**config.mk**
```make
export PLATFORM = sky130hd
export DESIGN_NAME = multitrack_midi_event_sequencer_core
export DESIGN_NICKNAME = d
export VERILOG_FILES = /design/src/hw/rtl/mmes_pkg.sv /design/src/hw/rtl/mmes_ram.sv /design/src/hw/rtl/mmes_div.sv /design/src/hw/rtl/multitrack_midi_event_sequencer_core.sv
export SDC_FILE = /design/constraint.sdc
export NUM_CORES = 2
export LEC_CHECK = 0
export BUFFER_PORTS_ARGS = -buffer_cell sky130_fd_sc_hd__buf_2
export CAP_MARGIN = 40
export CORE_MARGIN = 2
export CORE_UTILIZATION = 47
export DETAILED_ROUTE_END_ITERATION = 10
export PLACE_DENSITY = 0.77
export SETUP_SLACK_MARGIN = 0.15
export SYNTH_ARGS = -nofsm -noshare
export SYNTH_HDL_FRONTEND = slang
export SYNTH_SLANG_ARGS = --single-unit
export TNS_END_PERCENT = 30
```
**constraint.sdc**
```tcl
create_clock -name clk -period 7.63 [get_ports clk]
set_input_delay 1.526 -clock clk [delete_from_list [all_inputs] [get_ports clk]]
set_output_delay 1.526 -clock clk [all_outputs]
set_load 0.02 [all_outputs]
```
**src/hw/rtl/mmes_pkg.sv**
```systemverilog
// Shared types and constants of the multitrack MIDI event sequencer.
package mmes_pkg;

    localparam int unsigned IN_W  = 112;
    localparam int unsigned OUT_W = 32;

    localparam logic [2:0] OP_PLAY   = 3'd0;
    localparam logic [2:0] OP_LOAD   = 3'd1;
    localparam logic [2:0] OP_TICK   = 3'd2;
    localparam logic [2:0] OP_PAUSE  = 3'd3;
    localparam logic [2:0] OP_RESUME = 3'd4;
    localparam logic [2:0] OP_STOP   = 3'd5;

    localparam logic [1:0] RES_MSG    = 2'd0;
    localparam logic [1:0] RES_REFILL = 2'd1;
    localparam logic [1:0] RES_RESET  = 2'd2;
    localparam logic [1:0] RES_LOOP   = 2'd3;

    localparam logic [3:0] EV_PROGRAM  = 4'd4;
    localparam logic [3:0] EV_PRESSURE = 4'd5;
    localparam logic [3:0] EV_BEND     = 4'd6;
    localparam logic [3:0] EV_TEMPO    = 4'd7;

    localparam logic [1:0] CFG_TPQ   = 2'd0;
    localparam logic [1:0] CFG_COUNT = 2'd1;
    localparam logic [1:0] CFG_LOOP  = 2'd2;

    localparam logic [14:0] DEFAULT_TPQ   = 15'd96;
    localparam logic [23:0] DEFAULT_TEMPO = 24'd500000;
    localparam logic [23:0] RESET_TICK    = 24'd5208;
    localparam logic [9:0]  US_PER_MS     = 10'd1000;

    typedef struct packed {
        logic [23:0] tempo_value;
        logic [6:0]  param_two;
        logic [6:0]  param_one;
        logic [3:0]  channel;
        logic [3:0]  event_kind;
        logic [27:0] delta_ticks;
        logic        end_of_track;
        logic [4:0]  track;
        logic [31:0] now_ms;
    } in_data_t;

    typedef struct packed {
        logic [4:0] pad;
        logic [4:0] refill_track;
        logic [6:0] data_two;
        logic [6:0] data_one;
        logic [7:0] status_byte;
    } out_data_t;

    typedef struct packed {
        logic [23:0] tempo_value;
        logic [6:0]  param_two;
        logic [6:0]  param_one;
        logic [3:0]  channel;
        logic [3:0]  event_kind;
    } event_t;

endpackage

```
**src/hw/rtl/mmes_ram.sv**
```systemverilog
// Generic single write port RAM with registered read.
module mmes_ram #(
    parameter int unsigned WIDTH = 32,
    parameter int unsigned DEPTH = 32
) (
    input  logic                                   clk,
    input  logic                                   we,
    input  logic [(DEPTH > 1 ? $clog2(DEPTH) : 1)-1:0] waddr,
    input  logic [WIDTH-1:0]                       wdata,
    input  logic [(DEPTH > 1 ? $clog2(DEPTH) : 1)-1:0] raddr,
    output logic [WIDTH-1:0]                       rdata
);
    logic [WIDTH-1:0] mem [DEPTH];

    always_ff @(posedge clk)
    begin
        if (we)
        begin
            mem[waddr] <= wdata;
        end
        rdata <= mem[raddr];
    end
endmodule

```
**src/hw/rtl/mmes_div.sv**
```systemverilog
// Restoring divider, one quotient bit per cycle.
module mmes_div (
    input  logic        clk,
    input  logic        rst_n,
    input  logic        start,
    input  logic [23:0] dividend,
    input  logic [14:0] divisor,
    output logic        busy,
    output logic [23:0] quotient
);
    logic [15:0] rem_reg;
    logic [23:0] quo_reg;
    logic [14:0] dvs_reg;
    logic [4:0]  cnt_reg;
    logic        busy_reg;
    logic [15:0] shifted;
    logic        fits;

    assign shifted  = {rem_reg[14:0], quo_reg[23]};
    assign fits     = shifted >= {1'b0, dvs_reg};
    assign busy     = busy_reg;
    assign quotient = quo_reg;

    always_ff @(posedge clk or negedge rst_n)
    begin
        if (!rst_n)
        begin
            busy_reg <= 1'b0;
            cnt_reg  <= '0;
        end
        else if (start)
        begin
            busy_reg <= 1'b1;
            cnt_reg  <= '0;
        end
        else if (busy_reg)
        begin
            cnt_reg <= cnt_reg + 5'd1;
            if (cnt_reg == 5'd23)
            begin
                busy_reg <= 1'b0;
            end
        end
    end

    always_ff @(posedge clk)
    begin
        if (start)
        begin
            rem_reg <= '0;
            quo_reg <= dividend;
            dvs_reg <= divisor;
        end
        else if (busy_reg)
        begin
            rem_reg <= fits ? (shifted - {1'b0, dvs_reg}) : shifted;
            quo_reg <= {quo_reg[22:0], fits};
        end
    end
endmodule

```
**src/hw/rtl/multitrack_midi_event_sequencer_core.sv**
```systemverilog
// Top level of the multitrack MIDI event sequencer.
// One input transfer is taken at a time; s_tready is high only while idle. Load, tick without
// scan, pause, resume and stop run no divide of their own, pause and stop also waiting for
// the output register. A scan walks the track time RAM one track at a time, and a tempo event
// adds a divide. Play and loop restart run the same divide and then give one refill transfer
// per track, each waiting on m_tready. No clearing pass is needed after reset.
module multitrack_midi_event_sequencer_core #(
    parameter int unsigned MAX_TRACKS = 32
) (
    input  logic                       clk,
    input  logic                       rst_n,
    input  logic                       s_tvalid,
    output logic                       s_tready,
    // now_ms, track, end_of_track, delta_ticks, event_kind, channel, param_one, param_two,
    // tempo_value
    input  logic [mmes_pkg::IN_W-1:0]  s_tdata,
    // op
    input  logic [2:0]                 s_tuser,
    output logic                       m_tvalid,
    input  logic                       m_tready,
    // status_byte, data_one, data_two, refill_track, zero pad
    output logic [mmes_pkg::OUT_W-1:0] m_tdata,
    // result_kind
    output logic [1:0]                 m_tuser,
    output logic                       m_tlast,
    input  logic                       cfg_we,
    input  logic [1:0]                 cfg_index,
    input  logic [14:0]                cfg_data
);
    import mmes_pkg::*;

    localparam int unsigned D  = (MAX_TRACKS > 32) ? 32 : MAX_TRACKS;
    localparam int unsigned AW = (D > 1) ? $clog2(D) : 1;

    typedef enum logic [4:0] {
        ST_IDLE, ST_DEC, ST_MARK, ST_DIV_GO, ST_DIV_WAIT, ST_FILL,
        ST_LD_RD, ST_LD_MUL, ST_LD_WR, ST_LD_POST,
        ST_SC_CUR, ST_SC_RD, ST_SC_CMP, ST_SC_END,
        ST_EV_RD, ST_EV_DEC, ST_ONE
    } state_t;

    state_t      state_reg;
    logic [2:0]  op_reg;
    in_data_t    in_reg;
    logic [14:0] tpq_reg;
    logic [5:0]  count_reg;
    logic        loop_reg;
    logic [D-1:0] done_reg;
    logic [D-1:0] vld_reg;
    logic [23:0] tick_reg;
    logic [31:0] start_reg;
    logic [31:0] pause_reg;
    logic [31:0] last_now_reg;
    logic        playing_reg;
    logic        paused_reg;
    logic        await_reg;
    logic [5:0]  fill_reg;
    logic [5:0]  cnt_reg;
    logic [31:0] prod_reg;
    logic [31:0] cur_reg;
    logic [31:0] best_time_reg;
    logic [5:0]  best_reg;
    logic        found_reg;
    logic        div_tempo_reg;
    logic [23:0] div_arg_reg;
    logic [1:0]  res_kind_reg;
    out_data_t   res_data_reg;
    logic        res_last_reg;
    logic        m_valid_reg;
    out_data_t   m_data_reg;
    logic [1:0]  m_user_reg;
    logic        m_last_reg;

    logic [5:0]  n_act;
    logic [D-1:0] act_mask;
    logic        out_free;
    logic        out_load;
    logic [31:0] time_rdata;
    logic [31:0] time_val;
    logic [45:0] pend_rdata;
    event_t      ev;
    logic [14:0] divisor;
    logic        div_busy;
    logic [23:0] div_q;
    logic [AW-1:0] addr;
    logic        time_we;
    logic        pend_we;
    logic [31:0] time_wdata;
    event_t      pend_wdata;

    assign n_act    = (count_reg > 6'(D)) ? 6'(D) : count_reg;
    assign divisor  = (tpq_reg == '0) ? DEFAULT_TPQ : tpq_reg;
    assign out_free = !m_valid_reg || m_tready;
    assign addr     = cnt_reg[AW-1:0];
    assign time_val = vld_reg[addr] ? time_rdata : 32'd0;
    assign ev       = event_t'(pend_rdata);
    assign time_we  = (state_reg == ST_LD_WR);
    assign pend_we  = (state_reg == ST_LD_RD);
    assign time_wdata = time_val + prod_reg;
    assign pend_wdata = '{tempo_value: in_reg.tempo_value, param_two: in_reg.param_two,
                          param_one: in_reg.param_one, channel: in_reg.channel,
                          event_kind: in_reg.event_kind};

    always_comb
    begin
        for (int i = 0; i < D; i++)
        begin
            act_mask[i] = (6'(i) < n_act);
        end
    end

    always_comb
    begin
        out_load = 1'b0;
        case (state_reg)
            ST_MARK, ST_FILL, ST_ONE: out_load = out_free;
            default: out_load = 1'b0;
        endcase
    end

    assign s_tready = (state_reg == ST_IDLE);
    assign m_tvalid = m_valid_reg;
    assign m_tdata  = m_data_reg;
    assign m_tuser  = m_user_reg;
    assign m_tlast  = m_last_reg;

    mmes_ram #(.WIDTH(32), .DEPTH(D)) u_time_ram (
        .clk   (clk),
        .we    (time_we),
        .waddr (addr),
        .wdata (time_wdata),
        .raddr (addr),
        .rdata (time_rdata)
    );

    mmes_ram #(.WIDTH(46), .DEPTH(D)) u_event_ram (
        .clk   (clk),
        .we    (pend_we),
        .waddr (addr),
        .wdata (pend_wdata),
        .raddr (addr),
        .rdata (pend_rdata)
    );

    mmes_div u_div (
        .clk      (clk),
        .rst_n    (rst_n),
        .start    (state_reg == ST_DIV_GO),
        .dividend (div_arg_reg),
        .divisor  (divisor),
        .busy     (div_busy),
        .quotient (div_q)
    );

    always_ff @(posedge clk or negedge rst_n)
    begin
        if (!rst_n)
        begin
            tpq_reg   <= DEFAULT_TPQ;
            count_reg <= 6'd1;
            loop_reg  <= 1'b0;
        end
        else if (cfg_we)
        begin
            case (cfg_index)
                CFG_TPQ:   tpq_reg   <= cfg_data;
                CFG_COUNT: count_reg <= cfg_data[5:0];
                CFG_LOOP:  loop_reg  <= cfg_data[0];
                default:   ;
            endcase
        end
    end

    always_ff @(posedge clk or negedge rst_n)
    begin
        if (!rst_n)
        begin
            m_valid_reg <= 1'b0;
        end
        else if (out_load)
        begin
            m_valid_reg <= 1'b1;
        end
        else if (m_tready)
        begin
            m_valid_reg <= 1'b0;
        end
    end

    always_ff @(posedge clk)
    begin
        if (out_load)
        begin
            m_data_reg <= res_data_reg;
            m_user_reg <= res_kind_reg;
            m_last_reg <= res_last_reg;
            if (state_reg == ST_FILL)
            begin
                m_data_reg <= '{pad: '0, refill_track: cnt_reg[4:0], data_two: '0,
                                data_one: '0, status_byte: '0};
                m_user_reg <= RES_REFILL;
                m_last_reg <= (cnt_reg == n_act - 6'd1);
            end
        end
    end

    always_ff @(posedge clk or negedge rst_n)
    begin
        if (!rst_n)
        begin
            state_reg    <= ST_IDLE;
            done_reg     <= '1;
            vld_reg      <= '0;
            tick_reg     <= RESET_TICK;
            start_reg    <= '0;
            pause_reg    <= '0;
            last_now_reg <= '0;
            playing_reg  <= 1'b0;
            paused_reg   <= 1'b0;
            await_reg    <= 1'b0;
            fill_reg     <= '0;
            cnt_reg      <= '0;
        end
        else
        begin
            case (state_reg)
                ST_IDLE:
                begin
                    if (s_tvalid)
                    begin
                        op_reg    <= s_tuser;
                        in_reg    <= in_data_t'(s_tdata);
                        state_reg <= ST_DEC;
                    end
                end
                ST_DEC:
                begin
                    state_reg <= ST_IDLE;
                    case (op_reg)
                        OP_PLAY:
                        begin
                            res_kind_reg <= RES_RESET;
                            res_data_reg <= '0;
                            res_last_reg <= (n_act == '0);
                            start_reg    <= in_reg.now_ms;
                            playing_reg  <= 1'b1;
                            paused_reg   <= 1'b0;
                            await_reg    <= 1'b0;
                            state_reg    <= ST_MARK;
                        end
                        OP_LOAD:
                        begin
                            if ({1'b0, in_reg.track} < n_act)
                            begin
                                cnt_reg <= {1'b0, in_reg.track};
                                if (in_reg.end_of_track)
                                begin
                                    done_reg[in_reg.track[AW-1:0]] <= 1'b1;
                                    state_reg <= ST_LD_POST;
                                end
                                else
                                begin
                                    done_reg[in_reg.track[AW-1:0]] <= 1'b0;
                                    state_reg <= ST_LD_RD;
                                end
                            end
                        end
                        OP_TICK:
                        begin
                            last_now_reg <= in_reg.now_ms;
                            if (playing_reg && !paused_reg && !await_reg && fill_reg == '0)
                            begin
                                state_reg <= ST_SC_CUR;
                            end
                        end
                        OP_PAUSE:
                        begin
                            if (playing_reg && !paused_reg)
                            begin
                                paused_reg   <= 1'b1;
                                pause_reg    <= in_reg.now_ms;
                                res_kind_reg <= RES_RESET;
                                res_data_reg <= '0;
                                res_last_reg <= 1'b1;
                                state_reg    <= ST_ONE;
                            end
                        end
                        OP_RESUME:
                        begin
                            if (playing_reg && paused_reg)
                            begin
                                start_reg  <= start_reg + (in_reg.now_ms - pause_reg);
                                paused_reg <= 1'b0;
                            end
                        end
                        OP_STOP:
                        begin
                            playing_reg  <= 1'b0;
                            await_reg    <= 1'b0;
                            fill_reg     <= '0;
                            res_kind_reg <= RES_RESET;
                            res_data_reg <= '0;
                            res_last_reg <= 1'b1;
                            state_reg    <= ST_ONE;
                        end
                        default: ;
                    endcase
                end
                ST_MARK:
                begin
                    if (out_free)
                    begin
                        div_arg_reg   <= DEFAULT_TEMPO;
                        div_tempo_reg <= 1'b0;
                        state_reg     <= ST_DIV_GO;
                    end
                end
                ST_DIV_GO:
                begin
                    state_reg <= ST_DIV_WAIT;
                end
                ST_DIV_WAIT:
                begin
                    if (!div_busy)
                    begin
                        tick_reg <= div_q;
                        if (div_tempo_reg)
                        begin
                            state_reg <= ST_ONE;
                        end
                        else
                        begin
                            done_reg  <= done_reg & ~act_mask;
                            vld_reg   <= vld_reg & ~act_mask;
                            fill_reg  <= n_act;
                            cnt_reg   <= '0;
                            state_reg <= (n_act == '0) ? ST_IDLE : ST_FILL;
                        end
                    end
                end
                ST_FILL:
                begin
                    if (out_free)
                    begin
                        cnt_reg <= cnt_reg + 6'd1;
                        if (cnt_reg == n_act - 6'd1)
                        begin
                            state_reg <= ST_IDLE;
                        end
                    end
                end
                ST_LD_RD:
                begin
                    state_reg <= ST_LD_MUL;
                end
                ST_LD_MUL:
                begin
                    prod_reg  <= 32'(in_reg.delta_ticks * tick_reg);
                    state_reg <= ST_LD_WR;
                end
                ST_LD_WR:
                begin
                    vld_reg[addr] <= 1'b1;
                    state_reg     <= ST_LD_POST;
                end
                ST_LD_POST:
                begin
                    state_reg <= ST_IDLE;
                    if (fill_reg != '0)
                    begin
                        fill_reg <= fill_reg - 6'd1;
                    end
                    else if (await_reg)
                    begin
                        await_reg <= 1'b0;
                        if (playing_reg && !paused_reg)
                        begin
                            state_reg <= ST_SC_CUR;
                        end
                    end
                end
                ST_SC_CUR:
                begin
                    cur_reg   <= 32'((last_now_reg - start_reg) * US_PER_MS);
                    cnt_reg   <= '0;
                    found_reg <= 1'b0;
                    state_reg <= (n_act == '0) ? ST_SC_END : ST_SC_RD;
                end
                ST_SC_RD:
                begin
                    state_reg <= ST_SC_CMP;
                end
                ST_SC_CMP:
                begin
                    if (!done_reg[addr] &&
                        (!found_reg || $signed(time_val) < $signed(best_time_reg)))
                    begin
                        found_reg     <= 1'b1;
                        best_reg      <= cnt_reg;
                        best_time_reg <= time_val;
                    end
                    if (cnt_reg == n_act - 6'd1)
                    begin
                        state_reg <= ST_SC_END;
                    end
                    else
                    begin
                        cnt_reg   <= cnt_reg + 6'd1;
                        state_reg <= ST_SC_RD;
                    end
                end
                ST_SC_END:
                begin
                    res_data_reg <= '0;
                    res_last_reg <= 1'b1;
                    if (!found_reg)
                    begin
                        if (loop_reg)
                        begin
                            res_kind_reg <= RES_LOOP;
                            res_last_reg <= (n_act == '0);
                            start_reg    <= last_now_reg;
                            state_reg    <= ST_MARK;
                        end
                        else
                        begin
                            playing_reg  <= 1'b0;
                            res_kind_reg <= RES_RESET;
                            state_reg    <= ST_ONE;
                        end
                    end
                    else if ($signed(best_time_reg) > $signed(cur_reg))
                    begin
                        state_reg <= ST_IDLE;
                    end
                    else
                    begin
                        cnt_reg   <= best_reg;
                        state_reg <= ST_EV_RD;
                    end
                end
                ST_EV_RD:
                begin
                    state_reg <= ST_EV_DEC;
                end
                ST_EV_DEC:
                begin
                    await_reg <= 1'b1;
                    res_last_reg <= 1'b1;
                    state_reg <= ST_ONE;
                    if (ev.event_kind <= EV_BEND)
                    begin
                        res_kind_reg <= RES_MSG;
                        res_data_reg <= '{pad: '0, refill_track: cnt_reg[4:0],
                            data_two: (ev.event_kind == EV_PROGRAM ||
                                       ev.event_kind == EV_PRESSURE) ? 7'd0 : ev.param_two,
                            data_one: ev.param_one,
                            status_byte: {1'b1, ev.event_kind[2:0], ev.channel}};
                    end
                    else
                    begin
                        res_kind_reg <= RES_REFILL;
                        res_data_reg <= '{pad: '0, refill_track: cnt_reg[4:0], data_two: '0,
                                          data_one: '0, status_byte: '0};
                        if (ev.event_kind == EV_TEMPO)
                        begin
                            div_arg_reg   <= ev.tempo_value;
                            div_tempo_reg <= 1'b1;
                            state_reg     <= ST_DIV_GO;
                        end
                    end
                end
                ST_ONE:
                begin
                    if (out_free)
                    begin
                        state_reg <= ST_IDLE;
                    end
                end
                default: state_reg <= ST_IDLE;
            endcase
        end
    end

`ifndef ASSERT_OFF
    a_ready_idle: assert property (@(posedge clk) disable iff (!rst_n)
        s_tready |-> (state_reg == ST_IDLE))
        else $error("input taken while busy");
    a_div_wait: assert property (@(posedge clk) disable iff (!rst_n)
        div_busy |-> (state_reg == ST_DIV_WAIT))
        else $error("divider running outside its wait state");
    a_out_free: assert property (@(posedge clk) disable iff (!rst_n)
        out_load |-> (!m_valid_reg || m_tready))
        else $error("output register overwritten");
    a_one_write: assert property (@(posedge clk) disable iff (!rst_n)
        !(time_we && pend_we))
        else $error("both RAMs written at once");
`endif
endmodule

```
======== Word level (Yosys, flattened, before mapping) ========
Memory sizes are Yosys's and may differ from the RTL's. A register that Yosys moved wholly into a read port is not among the register bits.
Cells that the tools add are included.
storage, ports and cells
  bits in registers ....................... 597
  memory bits (writable) .................. 2496
  input port bits ......................... 137
  output and inout port bits .............. 37
  logic and storage cells ................. 347
  memories kept ........................... 2
memory list
  name             words  width  rd ports  clocked after memory_dff  wr ports  line            source
  u_event_ram.mem  32     46     1         1                         1         mmes_ram.sv:13  logic [WIDTH-1:0] mem [DEPTH];
  u_time_ram.mem   32     32     1         1                         1         mmes_ram.sv:13
operators by class
  add/sub/neg operators ................... 9
  multipliers ............................. 2
  order comparisons ....................... 42
  equality and inequality tests ........... 58
  muxes and demuxes ....................... 114
  bitwise logic cells ..................... 8
  reduce and logical (&&, ||, !) cells .... 60
operator list
  cell                   number
  $mux 32                12
  $pmux 32 s2            5
  $mux 24                5
  $and 32x32->32         3
  $lt 5x6->1 const A     16
  $pmux 32 s3            1
  $pmux 5 s17            1
  $mux 6                 13
  $mux 5                 14
  $add 32x32->32         2
  $not 32->32            2
  $or 32x32->32          2
  $sub 32x32->32         2
  $lt 4x6->1 const A     8
  $pmux 24 s2            1
  $ne 2x2->1 const B     21
  $eq 5x4->1 const B     8
  $pmux 6 s6             1
  $gt 32x32->1           1
  $lt 32x32->1           1
  $mul 28x24->32         1
  $mul 32x7->29 const B  1
  $mux 1                 29
  $mux 4                 7
  other kinds (63)       136

======== Depth between registers and ports, before layout ========
  depth after elaboration ................. 10
  gate-level depth with buffers ........... 29
  mapped depth without buffers ............ 29

======== Modules after synthesis ========
A second synthesis with hierarchy kept.
second synthesis, totals
  cells, all modules ...................... 10358
  area, all modules ....................... 147878.1 um^2
modules (own cells, without submodules)
  module                                instances  cells an instance  area an instance (um^2)  sequential area each (um^2)
  mmes_ram at u_event_ram               1          3227               58213.3                  45123.3
  multitrack_midi_event_sequencer_core  1          4576               45886.5                  14423.8
  mmes_ram at u_time_ram                1          2260               40492.6                  31390.1
  mmes_div                              1          295                3285.7                   1621.6

======== Worst setup path after synthesis ========
Ideal clock, no wire load.
  path kind ............................... register to register
  start ................................... register tick_reg[3]
  end ..................................... register prod_reg[30], data pin
  library setup time ...................... 0.258 ns
  arrival time ............................ 6.830 ns
  required time ........................... 7.372 ns
  path slack .............................. 0.543 ns
  stages on the path, launching flop included .. 27
  buffers on the path ..................... 2
  clock period less this slack ............ 7.087 ns
  cell sequence ........................... dfstp_2 > clkbuf_1 > clkbuf_1 > nand2_1 > fa_1 > inv_1 > fa_1 > inv_1 > fa_1 > fa_1 > inv_1 > fa_1 > fa_1 > inv_1 > fa_1 > inv_1 > ha_1 > a21o_1 > a21o_1 > a21o_1 > a21o_1 > a21oi_1 > nor2_1 > a2111o_1 > a31o_2 > a21oi_1 > xnor2_1
between the ends
  longest elaborated chain between the ends .. 1
ends and longest elaborated chain
  item                    line                                         source
  from (decl)             multitrack_midi_event_sequencer_core.sv:50   logic [23:0] tick_reg;
  from (signal assigned)  multitrack_midi_event_sequencer_core.sv:326  tick_reg <= div_q;
  $mul 28x24->32          multitrack_midi_event_sequencer_core.sv:358  prod_reg <= 32'(in_reg.delta_ticks * tick_reg);
  to (signal assigned)    multitrack_midi_event_sequencer_core.sv:358
  to (decl)               multitrack_midi_event_sequencer_core.sv:59   logic [31:0] prod_reg;
Every way passes these cells.
A chain may end at the register's enable or synchronous reset.

======== Worst setup path after layout ========
Same ends and word-level chain as after synthesis.

==> metrics.txt <==
# TYPE chip_impl_metric gauge
chip_impl_metric{name="synth_area",unit="um2"} 144400
chip_impl_metric{name="io_pins",unit=""} 174
chip_impl_metric{name="clock.fmax",unit="MHz"} 138.4
chip_impl_metric{name="yosysTopAreaCellShare",unit=""} 0.5890
chip_impl_metric{name="ys_seq_elements",unit=""} 3149
chip_impl_metric{name="grt_pass1_vias",unit=""} 86240
chip_impl_metric{name="final_util",unit=""} 0.5318
chip_impl_metric{name="hpwl",unit="um"} 222900
chip_impl_metric{name="clkTransAtPathRegs",unit="ns"} 0.07
chip_impl_metric{name="route.final.wire_length",unit="um"} 393500
chip_impl_metric{name="io_buffers",unit=""} 165
chip_impl_metric{name="final_antenna_net_count",unit=""} 0
chip_impl_metric{name="floorplan.initialDensity",unit=""} 0.4721
chip_impl_info{name="cpMostUsedCell",value="sky130_fd_sc_hd__fa_1"} 1
chip_impl_info{name="timing.hold.worst_endpoint",value="u_div.dvs_reg[4]$_SDFFCE_PN0P_"} 1
chip_impl_metric{name="dieArea",unit="um2"} 311600
chip_impl_metric{name="period_needed",unit="ns"} 7.225
chip_impl_info{name="crit-reg2reg-launch",value="tick_reg[3]$_DFFE_PN1P_"} 1
chip_impl_metric{name="setup_viol",unit=""} 0
chip_impl_metric{name="clock-sinks",unit=""} 3149
chip_impl_metric{name="cts_made_buffers",unit=""} 314
chip_impl_info{name="setup.worst_path.start_class",value="flop"} 1
chip_impl_metric{name="die_height",unit="um"} 558.3
chip_impl_metric{name="synth_async_sr_flop_share",unit=""} 0.07113
chip_impl_metric{name="worst_ep_arrival_time",unit="ns"} 7.82
chip_impl_info{name="path_type_of_the_worst_min_delay_path",value="reg2reg"} 1
chip_impl_metric{name="timing.final.crit_share",unit=""} 0.9470
chip_impl_metric{name="gp_congestion",unit=""} 0.8902
chip_impl_metric{name="filler_cell_count",unit=""} 23390
chip_impl_metric{name="synth-seq-area-share",unit=""} 0.6411
chip_impl_metric{name="wl_per_cell",unit="um"} 29.04
chip_impl_metric{name="drt_drc_violations_left",unit=""} 0
chip_impl_info{name="timing.critical_path.to_type",value="flop"} 1
chip_impl_metric{name="report.final.slew_viol_count",unit=""} 0
chip_impl_metric{name="timing.critical_path.buf_inv",unit=""} 6
chip_impl_info{name="worst_hold_startpoint",value="tpq_reg[4]$_DFFE_PN0P_"} 1
chip_impl_metric{name="drt_iter0_markers",unit=""} 11140
chip_impl_metric{name="synthesis.yosys.warnings",unit=""} 0
chip_impl_metric{name="syn_to_final_growth",unit="%"} 12.65
chip_impl_metric{name="final_nets",unit=""} 10140
chip_impl_info{name="tritoncts",value="yes"} 1
chip_impl_metric{name="initial_antenna_violation_count",unit=""} 25
chip_impl_metric{name="viasPerCell",unit=""} 6.194
chip_impl_metric{name="finalHoldViolations",unit=""} 0
chip_impl_metric{name="synth_enable_flop_cells",unit=""} 2832
chip_impl_info{name="synthDominantAreaCellType",value="sky130_fd_sc_hd__edfxtp_1"} 1
chip_impl_metric{name="drv.max_cap_violation_count",unit=""} 0
chip_impl_metric{name="r2r_setup_slack",unit="ns"} 0.40
chip_impl_metric{name="distinct_cells_synth",unit=""} 92
chip_impl_info{name="rsz_0062_raised_after_global_routing",value="true"} 1
chip_impl_metric{name="grt_first_pass_wirelength",unit="um"} 574400
chip_impl_metric{name="largest_register_ff_count",unit=""} 1472
chip_impl_info{name="synth_top_flop_cell",value="sky130_fd_sc_hd__edfxtp_1"} 1
chip_impl_metric{name="groute.usage.overall",unit=""} 0.2514
chip_impl_metric{name="r2r.worst_path.cells",unit=""} 25
chip_impl_metric{name="floorplan.die.width",unit="um"} 558.3
chip_impl_metric{name="floorplan.core_area",unit="um2"} 305800
chip_impl_metric{name="grt_overflow",unit=""} 0
chip_impl_metric{name="vias",unit=""} 83930
chip_impl_info{name="root_buf_cell",value="sky130_fd_sc_hd__clkbuf_16"} 1
chip_impl_info{name="path_class",value="reg2reg"} 1
chip_impl_info{name="crit_path_top_delay_cell",value="sky130_fd_sc_hd__dfstp_4"} 1
chip_impl_metric{name="worst_slew_pin_slew",unit="ns"} 1.015
chip_impl_metric{name="cp_slowest_stage_delay",unit="ns"} 0.64
chip_impl_metric{name="fin_tns_setup",unit="ns"} 0
chip_impl_metric{name="clock_insertion_delay_worst_skew",unit="ns"} 0.93
chip_impl_info{name="yosys-top-cells-area",value="sky130_fd_sc_hd__edfxtp_1 59%, sky130_fd_sc_hd__mux4_2 10%, sky130_fd_sc_hd__fa_1 6.8%"} 1
chip_impl_metric{name="fp-row-count",unit=""} 203
chip_impl_metric{name="timing.critical_path.required",unit="ns"} 8.22
chip_impl_metric{name="clock_tree.buffer_depth",unit=""} 4
chip_impl_metric{name="hold-path-cell-count",unit=""} 0
chip_impl_metric{name="worstPathMaxFanout",unit=""} 8
chip_impl_info{name="crit_family",value="adder cells"} 1
chip_impl_info{name="status",value="finished clean"} 1
chip_impl_metric{name="grt_max_degree",unit=""} 132
chip_impl_metric{name="cts_hold_buffers",unit=""} 0
chip_impl_metric{name="layout-drive-gt1-share",unit=""} 0.1968
chip_impl_metric{name="syn-mean-instance-area",unit="um2"} 16.28
chip_impl_info{name="worstReg2RegEnd",value="prod_reg[30]$_DFFE_PP_"} 1
chip_impl_metric{name="h-tree-depth",unit=""} 5
chip_impl_metric{name="syn_inst",unit=""} 8870
chip_impl_metric{name="worst_slew_margin_rel",unit=""} 0.3235
chip_impl_metric{name="drt_first_pass_iters",unit=""} 8
chip_impl_metric{name="finalClockSkew",unit="ns"} 0.1054
## timing repair
item,4_1_cts,5_1_grt
endpoints found under the setup margin,0,3
gates resized for setup,0,5
buffers inserted,0,4
## worst reg2reg max path: cells and delay by family, from the launching register on
family | cells | cell delay, ns
XOR/XNOR | 1 | 0.08
AND/OR/NAND/NOR | 2 | 0.18
adder cells (fa/ha/maj) | 8 | 3.92
flip-flops | 1 | 0.64
buffers and inverters | 6 | 0.45
AO/OA/AOI/OAI | 8 | 1.71
## metal layers
| metal | up-vias | global-route usage | share of wire |
|---|---|---|---|
| li1 | 33880 | - | - |
| met1 | 43030 | 0.3229 | 0.35 |
| met2 | 5856 | 0.4142 | 0.49 |
| met3 | 1153 | 0.05046 | 0.11 |
| met4 | 16 | 0.1136 | 0.050 |
| met5 | - | 0 | 0.00024 |
## stage by stage
stage / hold WS (ns) / std cells / worst slack [ns] / instance area (um2)
finish: 0.4771 / 13550 / 0.4048 / 162600
global route: 0.4827 / 13550 / 0.1215 / 162600
CTS: 0.4757 / 13540 / 0.2010 / 162500
detailed placement: 0.4635 / 12970 / 0.2193 / 152200
floorplan: 0.4374 / 8874 / 0.5429 / 144400
global placement: 0.4684 / 12920 / 0.2333 / 151200
## how the worst max path moves through the flow
| stage | start | end | slack, ns | depth (start not counted) |
|---|---|---|---|---|
| final | tick_reg[3]$_DFFE_PN1P_ | prod_reg[30]$_DFFE_PP_ | 0.40 | 25 |
| after global routing | tick_reg[5]$_DFFE_PN0P_ | prod_reg[31]$_DFFE_PP_ | 0.12 | 24 |
| after CTS | in_reg[47]$_DFFE_PP_ | prod_reg[30]$_DFFE_PP_ | 0.20 | 24 |
| after detailed placement | in_reg[47]$_DFFE_PP_ | prod_reg[30]$_DFFE_PP_ | 0.22 | 24 |
| after global placement | in_reg[47]$_DFFE_PP_ | prod_reg[30]$_DFFE_PP_ | 0.23 | 24 |
| after floorplan | tick_reg[3]$_DFFE_PN1P_ | prod_reg[30]$_DFFE_PP_ | 0.54 | 26 |
## cells in the mapped netlist (25+ instances only)
cell                        count
sky130_fd_sc_hd__edfxtp_1    2832
sky130_fd_sc_hd__inv_1        807
sky130_fd_sc_hd__mux4_2       641
sky130_fd_sc_hd__nand2_1      592
sky130_fd_sc_hd__fa_1         492
sky130_fd_sc_hd__clkbuf_1     349
sky130_fd_sc_hd__and2_1       329
sky130_fd_sc_hd__ha_1         318
sky130_fd_sc_hd__o21ai_0      243
sky130_fd_sc_hd__nor2_1       234
sky130_fd_sc_hd__dfrtp_1      184
sky130_fd_sc_hd__a21oi_1      177
sky130_fd_sc_hd__a22oi_1      166
sky130_fd_sc_hd__xnor2_1      152
sky130_fd_sc_hd__mux2_2       117
sky130_fd_sc_hd__a21o_1       100
sky130_fd_sc_hd__dfxtp_1       93
sky130_fd_sc_hd__mux2i_1       90
sky130_fd_sc_hd__buf_1         71
sky130_fd_sc_hd__o2111ai_1     71
sky130_fd_sc_hd__nor3_1        55
sky130_fd_sc_hd__xor2_1        53
sky130_fd_sc_hd__a31oi_1       51
sky130_fd_sc_hd__nand3_1       50
sky130_fd_sc_hd__and3_1        44
sky130_fd_sc_hd__nand2b_1      43
sky130_fd_sc_hd__nand4_1       41
sky130_fd_sc_hd__dfstp_2       40
sky130_fd_sc_hd__nor2b_1       29
sky130_fd_sc_hd__o21a_1        28
sky130_fd_sc_hd__or3_1         28
sky130_fd_sc_hd__o211ai_1      25
## cells in the final DEF (no fill, tap or decap), types with 63 or more instances in the layout
cell type | Yosys | routed
sky130_fd_sc_hd__buf_2 | 6 | 167
sky130_fd_sc_hd__o2111ai_1 | 71 | 71
sky130_fd_sc_hd__and2_1 | 329 | 329
sky130_fd_sc_hd__clkinv_2 | 0 | 63
sky130_fd_sc_hd__clkbuf_1 | 349 | 66
sky130_fd_sc_hd__mux2i_1 | 90 | 90
sky130_fd_sc_hd__mux2_2 | 117 | 117
sky130_fd_sc_hd__inv_1 | 807 | 806
sky130_fd_sc_hd__o21ai_0 | 243 | 243
sky130_fd_sc_hd__a21oi_1 | 177 | 174
sky130_fd_sc_hd__buf_4 | 5 | 212
sky130_fd_sc_hd__a22oi_1 | 166 | 166
sky130_fd_sc_hd__clkbuf_16 | 0 | 322
sky130_fd_sc_hd__xnor2_1 | 152 | 133
sky130_fd_sc_hd__dfrtp_1 | 184 | 180
sky130_fd_sc_hd__a21o_1 | 100 | 100
sky130_fd_sc_hd__edfxtp_1 | 2832 | 2832
sky130_fd_sc_hd__ha_1 | 318 | 318
sky130_fd_sc_hd__nand2_1 | 592 | 591
sky130_fd_sc_hd__mux4_2 | 641 | 641
sky130_fd_sc_hd__nor2_4 | 0 | 66
sky130_fd_sc_hd__fa_1 | 492 | 492
sky130_fd_sc_hd__dfxtp_1 | 93 | 93
sky130_fd_sc_hd__nor2_1 | 234 | 167
## layout make-up
class / instances / area [um2] / share of cell area
antenna: 5 / 12.51 / 0.00007693
multi-input combinational: 4485 / 47940 / 0.2948
tap: 4100 / 5130 / 0.03154
timing repair buffer: 438 / 3684 / 0.02265
clock inverter: 170 / 1851 / 0.01138
sequential: 3149 / 92580 / 0.5692
clock buffer: 396 / 8416 / 0.05174
inverter: 808 / 3033 / 0.01865
## cells by family (layout without fill, tap and decap cells)
kind of cell | Yosys count | after routing | share of synthesized area
AO/OA/AOI/OAI | 1083 | 1083 | 0.05079
XOR/XNOR | 206 | 206 | 0.01259
adder cells (fa/ha/maj) | 814 | 814 | 0.09605
buffers and inverters | 1240 | 1812 | 0.03247
flip-flops | 3149 | 3149 | 0.6411
multiplexers | 848 | 848 | 0.1153
other | 1 | 10 | 0.00002597
AND/OR/NAND/NOR | 1529 | 1529 | 0.05167
Power is not shown: default switching activity piles up to over one toggle a cycle in this logic, so the estimate is an artifact.
